[config.mk]
export PLATFORM = sky130hd
export DESIGN_NAME = adc_level_mode_classifier_core
export DESIGN_NICKNAME = d
export VERILOG_FILES = /design/src/hw/rtl/alc_pkg.sv /design/src/hw/rtl/alc_csr.sv /design/src/hw/rtl/alc_cell.sv /design/src/hw/rtl/adc_level_mode_classifier_core.sv
export SDC_FILE = /design/constraint.sdc
export NUM_CORES = 1
export LEC_CHECK = 0
export ABC_AREA = 1
export CORE_ASPECT_RATIO = 1.25
export CORE_UTILIZATION = 50
export DETAILED_ROUTE_END_ITERATION = 16
export DONT_BUFFER_PORTS = 1
export PLACE_DENSITY = 0.67
export SYNTH_ARGS = -nofsm -noshare
export SYNTH_HDL_FRONTEND = slang
export SYNTH_HIERARCHICAL = 1
export SYNTH_SLANG_ARGS = --single-unit
[constraint.sdc]
create_clock -name clock -period 5.6 [get_ports clock]
set_input_delay 0.84 -clock clock [delete_from_list [all_inputs] [get_ports clock]]
set_output_delay 0.84 -clock clock [all_outputs]
set_load 0.01 [all_outputs]
[src/hw/rtl/alc_pkg.sv]
`default_nettype none

package alc_pkg;

   // Number of ranked entries kept during a window.
   localparam int RANK_DEPTH = 5;

   localparam int SAMPLE_W = 8;
   localparam int COUNT_W  = 16;
   localparam int CSR_DW   = 32;
   localparam int CSR_AW   = 4;

   localparam logic [COUNT_W-1:0] COUNT_MAX = '1;

   // Reset values of the configuration registers.
   localparam logic [15:0] WINDOW_LENGTH_RST  = 16'd1000;
   localparam logic [15:0] DOMINANT_COUNT_RST = 16'd200;
   localparam logic [7:0]  LOW_LIMIT_RST      = 8'h05;
   localparam logic [7:0]  HIGH_LIMIT_RST     = 8'h3f;

   // Reported level classes.
   typedef enum logic [1:0] {
      EV_IDLE = 2'd0,
      EV_LOW  = 2'd1,
      EV_MID  = 2'd2,
      EV_HIGH = 2'd3
   } event_type;

   // Register indexes on the configuration port.
   typedef enum logic [1:0] {
      REG_WINDOW_LENGTH  = 2'd0,
      REG_DOMINANT_COUNT = 2'd1,
      REG_LOW_LIMIT      = 2'd2,
      REG_HIGH_LIMIT     = 2'd3
   } reg_idx_type;

   // Configuration values handed from the register file to the core.
   typedef struct packed {
      logic [15:0] window_length;
      logic [15:0] dominant_count;
      logic [7:0]  low_limit;
      logic [7:0]  high_limit;
   } cfg_type;

   // Signals one cell hands to the next one down the chain.
   typedef struct packed {
      logic                le;     // stored value is at or below the sample
      logic                shift;  // an insert above pushes entries down
      logic [SAMPLE_W-1:0] value;  // stored value of this cell
      logic [COUNT_W-1:0]  count;  // stored hit count of this cell
      logic                found;  // a dominant entry was found at or above
      logic [SAMPLE_W-1:0] pick;   // value of that dominant entry
   } link_type;

endpackage

`default_nettype wire

[src/hw/rtl/alc_csr.sv]
`default_nettype none

module alc_csr (
   input  wire logic                       clock,
   input  wire logic                       reset,
   input  wire logic                       csr_psel,
   input  wire logic                       csr_penable,
   input  wire logic                       csr_pwrite,
   input  wire logic [alc_pkg::CSR_AW-1:0] csr_paddr,
   input  wire logic [alc_pkg::CSR_DW-1:0] csr_pwdata,
   output logic      [alc_pkg::CSR_DW-1:0] csr_prdata,
   output logic                            csr_pready,
   output alc_pkg::cfg_type                cfg
);
   import alc_pkg::*;

   cfg_type     cfg_ff, cfg_in;
   reg_idx_type idx;
   logic        wr_en;

   assign idx        = reg_idx_type'(csr_paddr[3:2]);
   assign wr_en      = csr_psel & csr_penable & csr_pwrite;
   assign csr_pready = 1'b1;
   assign cfg        = cfg_ff;

   // Register write decode.
   always_comb begin
      cfg_in = cfg_ff;
      if (wr_en) begin
         unique case (idx)
            REG_WINDOW_LENGTH:  cfg_in.window_length  = csr_pwdata[15:0];
            REG_DOMINANT_COUNT: cfg_in.dominant_count = csr_pwdata[15:0];
            REG_LOW_LIMIT:      cfg_in.low_limit      = csr_pwdata[7:0];
            REG_HIGH_LIMIT:     cfg_in.high_limit     = csr_pwdata[7:0];
         endcase
      end
   end

   always_ff @(posedge clock) begin
      if (reset) begin
         cfg_ff.window_length  <= WINDOW_LENGTH_RST;
         cfg_ff.dominant_count <= DOMINANT_COUNT_RST;
         cfg_ff.low_limit      <= LOW_LIMIT_RST;
         cfg_ff.high_limit     <= HIGH_LIMIT_RST;
      end else begin
         cfg_ff <= cfg_in;
      end
   end

   // Read-back multiplexer.
   always_comb begin
      unique case (idx)
         REG_WINDOW_LENGTH:  csr_prdata = {16'd0, cfg_ff.window_length};
         REG_DOMINANT_COUNT: csr_prdata = {16'd0, cfg_ff.dominant_count};
         REG_LOW_LIMIT:      csr_prdata = {24'd0, cfg_ff.low_limit};
         REG_HIGH_LIMIT:     csr_prdata = {24'd0, cfg_ff.high_limit};
      endcase
   end

endmodule

`default_nettype wire

[src/hw/rtl/alc_cell.sv]
`default_nettype none

module alc_cell (
   input  wire logic                         clock,
   input  wire logic                         reset,
   input  wire logic                         clear,
   input  wire logic                         collect,
   input  wire logic [alc_pkg::SAMPLE_W-1:0] sample,
   input  wire logic [alc_pkg::COUNT_W-1:0]  dominant_count,
   input  alc_pkg::link_type                 prev,
   output alc_pkg::link_type                 next
);
   import alc_pkg::*;

   logic [SAMPLE_W-1:0] value_ff, value_in;
   logic [COUNT_W-1:0]  count_ff, count_in;
   logic                le;
   logic                is_pos;

   // This cell is the insert position when it is the first one at or below the sample.
   assign le     = (value_ff <= sample);
   assign is_pos = le & ~prev.le;

   always_comb begin
      value_in = value_ff;
      count_in = count_ff;
      if (clear) begin
         value_in = '0;
         count_in = '0;
      end else if (collect) begin
         if (prev.shift) begin
            // An insert above pushes the neighbor's entry into this cell.
            value_in = prev.value;
            count_in = prev.count;
         end else if (is_pos) begin
            if (value_ff == sample) begin
               if (count_ff != COUNT_MAX) begin
                  count_in = count_ff + 1'b1;
               end
            end else begin
               value_in = sample;
               count_in = {{(COUNT_W-1){1'b0}}, 1'b1};
            end
         end
      end
   end

   always_ff @(posedge clock) begin
      if (reset) begin
         value_ff <= '0;
         count_ff <= '0;
      end else begin
         value_ff <= value_in;
         count_ff <= count_in;
      end
   end

   // Hand insert and dominant search information to the next cell.
   always_comb begin
      next.le    = le;
      next.shift = prev.shift | (is_pos & (value_ff != sample));
      next.value = value_ff;
      next.count = count_ff;
      next.found = prev.found | (count_ff >= dominant_count);
      next.pick  = prev.found ? prev.pick : value_ff;
   end

endmodule

`default_nettype wire

[src/hw/rtl/adc_level_mode_classifier_core.sv]
// Channel  | Direction | Ports      | Contents
// ---------+-----------+------------+------------------------------------------
// req      | in        | req_t*     | tdata: sample[7:0]; tuser: active
// rsp      | out       | rsp_t*     | tdata: event_res[1:0], changed[2], 0[7:3]
// csr      | in/out    | csr_p*     | four registers at byte addresses 0,4,8,12
//
// The result is registered and shows on rsp in the cycle after the item is
// taken. The rank store is a chain of cells that updates in the accepting
// cycle, so one item per cycle is sustained while rsp_tready stays high.
// A new item is taken while the result register is empty or being emptied.
// Reset is synchronous and clears the store, window counter and held event.
`default_nettype none

module adc_level_mode_classifier_core (
   input  wire logic                       clock,
   input  wire logic                       reset,
   input  wire logic                       req_tvalid,
   output logic                            req_tready,
   input  wire logic [7:0]                 req_tdata,   // sample[7:0]
   input  wire logic                       req_tuser,   // active
   output logic                            rsp_tvalid,
   input  wire logic                       rsp_tready,
   output logic      [7:0]                 rsp_tdata,   // event_res[1:0], changed[2]
   input  wire logic                       csr_psel,
   input  wire logic                       csr_penable,
   input  wire logic                       csr_pwrite,
   input  wire logic [alc_pkg::CSR_AW-1:0] csr_paddr,
   input  wire logic [alc_pkg::CSR_DW-1:0] csr_pwdata,
   output logic      [alc_pkg::CSR_DW-1:0] csr_prdata,
   output logic                            csr_pready
);
   import alc_pkg::*;

   cfg_type             cfg;
   link_type            link [RANK_DEPTH+1];
   logic                accept;
   logic                active;
   logic                in_window;
   logic                clear;
   logic                collect;
   logic [SAMPLE_W-1:0] chosen;
   event_type           class_ev;

   logic [15:0] win_cnt_ff, win_cnt_in;
   event_type   event_ff, event_in;
   logic        rsp_valid_ff, rsp_valid_in;
   logic        changed_ff, changed_in;

   alc_csr u_csr (
      .clock       (clock),
      .reset       (reset),
      .csr_psel    (csr_psel),
      .csr_penable (csr_penable),
      .csr_pwrite  (csr_pwrite),
      .csr_paddr   (csr_paddr),
      .csr_pwdata  (csr_pwdata),
      .csr_prdata  (csr_prdata),
      .csr_pready  (csr_pready),
      .cfg         (cfg)
   );

   // Handshake and step decode.
   assign req_tready = ~rsp_valid_ff | rsp_tready;
   assign accept     = req_tvalid & req_tready;
   assign active     = req_tuser;
   assign in_window  = (win_cnt_ff < cfg.window_length);
   assign collect    = accept & active & in_window;
   assign clear      = accept & ~(active & in_window);

   // Head of the chain: nothing above the first cell.
   assign link[0] = '0;

   for (genvar k = 0; k < RANK_DEPTH; k++) begin : g_cell
      alc_cell u_cell (
         .clock          (clock),
         .reset          (reset),
         .clear          (clear),
         .collect        (collect),
         .sample         (req_tdata),
         .dominant_count (cfg.dominant_count),
         .prev           (link[k]),
         .next           (link[k+1])
      );
   end

   // Only the top entries but the last take part in the dominant search.
   assign chosen = link[RANK_DEPTH-1].found ? link[RANK_DEPTH-1].pick : link[1].value;

   always_comb begin
      if (chosen < cfg.low_limit) begin
         class_ev = EV_LOW;
      end else if (chosen < cfg.high_limit) begin
         class_ev = EV_MID;
      end else begin
         class_ev = EV_HIGH;
      end
   end

   // Window counter and held event.
   always_comb begin
      win_cnt_in = win_cnt_ff;
      event_in   = event_ff;
      if (accept) begin
         if (!active) begin
            win_cnt_in = '0;
            event_in   = EV_IDLE;
         end else if (in_window) begin
            win_cnt_in = win_cnt_ff + 1'b1;
         end else begin
            win_cnt_in = '0;
            event_in   = class_ev;
         end
      end
   end

   // Result register.
   always_comb begin
      rsp_valid_in = rsp_valid_ff & ~rsp_tready;
      changed_in   = changed_ff;
      if (accept) begin
         rsp_valid_in = 1'b1;
         changed_in   = (event_in != event_ff);
      end
   end

   always_ff @(posedge clock) begin
      if (reset) begin
         win_cnt_ff   <= '0;
         event_ff     <= EV_IDLE;
         rsp_valid_ff <= 1'b0;
         changed_ff   <= 1'b0;
      end else begin
         win_cnt_ff   <= win_cnt_in;
         event_ff     <= event_in;
         rsp_valid_ff <= rsp_valid_in;
         changed_ff   <= changed_in;
      end
   end

   assign rsp_tvalid = rsp_valid_ff;
   assign rsp_tdata  = {5'd0, changed_ff, event_ff};

   // An accepted item always leaves a result in the output register.
   a_result_follows : assert property (@(posedge clock) disable iff (reset)
      accept |=> rsp_valid_ff)
      else $error("accepted item left no result");

   // An inactive item clears the window and reports idle.
   a_inactive_clears : assert property (@(posedge clock) disable iff (reset)
      (accept && !active) |=> (win_cnt_ff == '0 && event_ff == EV_IDLE))
      else $error("inactive item did not clear state");

   // The rank store stays in non-increasing order.
   for (genvar k = 1; k < RANK_DEPTH; k++) begin : g_order_chk
      a_sorted : assert property (@(posedge clock) disable iff (reset)
         link[k].value >= link[k+1].value)
         else $error("rank store out of order");
   end

endmodule

`default_nettype wire
# Word-level counts from Yosys, hierarchy flattened
# Cells that the tools add are included.
[op_classes] eq_ne=22 n_shift=0 n_reduce_logical=17 order_cmp=11 addsub=5 multipliers=0 muxes=36 bitwise_logic=27 n_div=0
[op_table] cell="$mux 16" count=16
[op_table] cell="$pmux 32 s4" count=1
[op_table] cell="$mux 8" count=13
[op_table] cell="$add 16x1->16 const B" count=5
[op_table] cell="$ge 16x16->1" count=4
[op_table] cell="$ne 16x16->1 const B" count=4
[op_table] cell="$eq 8x8->1" count=4
[op_table] cell="$le 8x8->1" count=4
[op_table] cell="$ne 8x8->1" count=3
[op_table] cell="$reduce_and 3->1" count=8
[op_table] cell="$lt 16x16->1" count=1
[op_table] cell="$lt 8x8->1" count=2
[op_table] cell="$and 1x1->1" count=14
[op_table] cell="$mux 2" count=4
[op_table] cell="$reduce_and 2->1" count=4
[op_table] cell="$not 1->1" count=7
[op_table] cell="$ne 3x2->1 const B" count=2
[op_table] cell="$or 1x1->1" count=6
[op_table] cell="$reduce_bool 2->1" count=3
[op_table] cell="$eq 2x2->1 const B" count=2
[op_table] cell="$ne 2x1->1 const B" count=2
[op_table] cell="$ne 2x2->1 const B" count=2
[op_table] cell="$ne 3x3->1 const B" count=1
[op_table] cell="$eq 2x1->1 const B" count=1
[op_table] cell="4 further kinds" count=5
[word_totals] ramBits=0 word_cells=134 ff_bits=164 rom_bits=0 input_bits=52 latchBits=0 mem_count=0

# Longest topological paths before layout
[depth] ltp_word=12 depth_mapped=35

# Cells and area by module
# The synthesis kept the hierarchy.
[by_module_without_submodules] mod="alc_cell" seq_area_each_um2=480.5 instances=4 cells_per_inst=396 area_each_um2=2353.5
[by_module_without_submodules] mod="alc_csr" seq_area_each_um2=960.9 instances=1 cells_per_inst=346 area_each_um2=2362.3
[by_module_without_submodules] mod="adc_level_mode_classifier_core" seq_area_each_um2=400.4 instances=1 cells_per_inst=282 area_each_um2=1868.0

# Worst setup path after synthesis
# No wires, ideal clock.
[synth_timing] path_kind="in2reg" start="input port req_tdata[3]" end="register g_cell[3].u_cell.count_ff[1]" n_path_buf=4 path_stages=26 arrival_ns=4.210 required_time_ns=5.490 setup_slack_ns=1.280 path_cell_list="inv_1 > ha_1 > nand2_1 > nor2_1 > nand3_2 > inv_1 > buf_6 > a21oi_1 > inv_2 > nand3_2 > inv_1 > buf_6 > a21oi_1 > inv_2 > nand3_2 > inv_1 > buf_6 > a21oi_1 > inv_2 > nand3_2 > inv_1 > buf_6 > a22oi_1 > nand4_1 > nand2_1 > nor2_1"
[synth_lines] item="start: declaration" line_no="adc_level_mode_classifier_core.sv:19" rtl="input wire logic [7:0] req_tdata,"
[synth_lines] item="end signal: assignment" line_no="alc_cell.sv:54" rtl="count_ff <= count_in;"
[synth_lines] item="end: declaration" line_no="alc_cell.sv:16" rtl="logic [COUNT_W-1:0] count_ff, count_in;"

==> results.yml <==
cts:
  cts_root_buffer: "clkbuf_16"
  htree_levels: 4
  cts_resized: 0
  clockBufferDepth: 2
  numCtsBuffers: 17
  clock_latency_ns: 0.44
  cts_hold_buf: 0
  clkSinkCount: 164
  cts_tree: "built"
  cts_setup_buffers: 0
  clkTransAtPathRegs_ns: 0.07
place:
  place_inst: 2561
  place_area_sq_um: 13930
  dpl.hpwl_mm: 28.86
  gp_congestion: 0.8931
  placement.io_buffers: 0
  place_ws_ns: 0.9689
worst_setup_path:
  start_kind: "flop"
  critPathKind: "flop to flop"
  worstPathMaxFanout: 17
  cpMostUsedCell: "nand2_1"
  slowest_stage: "dfxtp_1"
  end_kind: "flop"
  cpPeakStageDelay_ns: 0.45
  worst_ep_arrival_time_ns: 5.02
  required_ns: 5.93
  r2r_setup_slack_ns: 0.91
detailed_routing:
  wire_per_inst_um: 14.32
  dr.pass1.iters: 8
  vias: 13290
  drc: 0
  antenna_left: 0
  viasPerCell: 5.126
  wl_mm: 37.12
  drt_iter0_drc: 799
grt:
  gr-total-overflow: 0
  grtUsageTotal: 0.2753
  grt_max_degree: 49
  grt_pass1_wl_mm: 61.75
  antenna_found_initial: 0
  grt_pass1_vias: 12610
power_and_ir_drop:
  swShare: 0.3241
  intPower_mw: 2.154
  combPwrFrac: 0.213
  pwr-share-clk: 0.386
  p_leak_nw: 7.386
  p_per_area_nw_per_um2: 219.3
  seqPwrFrac: 0.401
  peakVddDrop_mv: 0.1581
  power_switching_mw: 1.033
timing:
  hold_viol: 0
  post-route-period-util: 0.8369
  final.setup.tns_ns: 0
  rsz0062_at_grt: "false"
  slew_violations: 0
  skew_ns: 0.01352
  tightest_slew_ns: 1.023
  setup_violations: 0
  max_freq_mhz: 213.4
  period_minus_slack_ns: 4.687
  hold_ws_ns: 0.4649
  slew_headroom: 0.3176
  setup_slack_ns: 0.9131
layout:
  instances_no_fill: 2592
  area_growth_pct: 6.590
  final_cell_area_sq_um: 14530
  drive_gt1_frac: 0.06765
  final_nets: 2417
  fillers: 2793
  antennaDiodeCount: 0
floorplan:
  die_h_um: 186.6
  die_w_um: 149.7
  num_rows: 67
  top_level_ports: 95
  initial_core_util: 0.5082
  coreArea_sq_um: 26830
  die_area_sq_um: 27930
yosys:
  synthCells: 2210
  synth_area_per_cell_sq_um: 6.168
  yosys_warnings: 6
  syn-cell-area_sq_um: 13630
flow_run:
  maxCapViolations: 0
min_path:
  hp-class: "primary input to flop"
status:
  status: "completed"
## sequential cells by signal, summed over array words and instances, names as in the netlist
| signal | flops |
|---|---|
| win_cnt_ff | 16 |
| rsp_tvalid | 1 |
| changed_ff | 1 |
| g_cell.u_cell/value_ff | 32 |
| event_ff | 2 |
| u_csr/cfg | 48 |
| g_cell.u_cell/count_ff | 64 |
## placed cells by master (no fill, tap or decap), drive strengths merged, types with 6 or more instances in the layout
cell type / n
a21oi: 80
a22o: 8
a22oi: 12
buf: 31
clkbuf: 20
conb: 67
dfxtp: 164
ha: 130
inv: 332
nand2: 704
nand3: 115
nand4: 47
nor2: 347
nor3: 19
o21a: 6
o21ai: 112
xor2: 15
## power groups by stage
| stage | clock network [mW] | registers (mW) | logic, mW |
|---|---|---|---|
| after floorplan | 0 | 1.28 | 0.538 |
| after global placement | 0 | 1.30 | 0.651 |
| after detailed placement | 0 | 1.30 | 0.670 |
| after CTS | 1.26 | 1.28 | 0.674 |
| after global routing | 1.30 | 1.28 | 0.787 |
| final | 1.23 | 1.28 | 0.680 |
## stage by stage
stage	power (mW)	utilization
6_report	3.187	0.5417
5_1_grt	3.373	0.5417
4_1_cts	3.208	0.5417
3_5_place_dp	1.974	0.5193
3_3_place_gp	1.954	0.5193
2_1_floorplan	1.820	-
## final cells by class
| type | instances | area, sq um | share of cell area |
|---|---|---|---|
| multi-input cells | 1691 | 8745 | 0.6018 |
| flip-flops and latches | 164 | 3283 | 0.2260 |
| inverters | 330 | 1239 | 0.08525 |
| clock buffers | 20 | 446.7 | 0.03074 |
| well taps | 345 | 431.7 | 0.02971 |
| repair buffers | 31 | 232.7 | 0.01602 |
| clock inverters | 11 | 152.6 | 0.01051 |
## metal layers
metal / up-vias / wire [um] / track usage / share of wire
li1: 6907 / - / - / -
met1: 5996 / 15530 / 0.3175 / 0.42
met2: 312 / 18390 / 0.4961 / 0.50
met3: 72 / 1835 / 0.04499 / 0.049
met4: 0 / 1362 / 0.1107 / 0.037
met5: - / 0 / 0 / 0
## worst max-delay path: cells and delay by family, from the launching register on
kind	cells	cell delay, ns
AND/OR/NAND/NOR	14	1.70
flip-flops	1	0.45
buffers and inverters	5	0.89
AO/OA/AOI/OAI	6	0.95
adder cells (fa/ha/maj)	2	0.57
## worst paths after layout
path | from | end | depth (start not counted)
worst max-delay path | g_cell[0].u_cell/count_ff[3] | changed_ff | 27
worst min-delay path | reset | win_cnt_ff[1] | 1
worst max register to register | g_cell[0].u_cell/count_ff[3] | changed_ff | 27
worst min register to register | u_csr/cfg[4] | u_csr/cfg[4] | 2
Note: power is estimated with default switching activity, not from simulation.
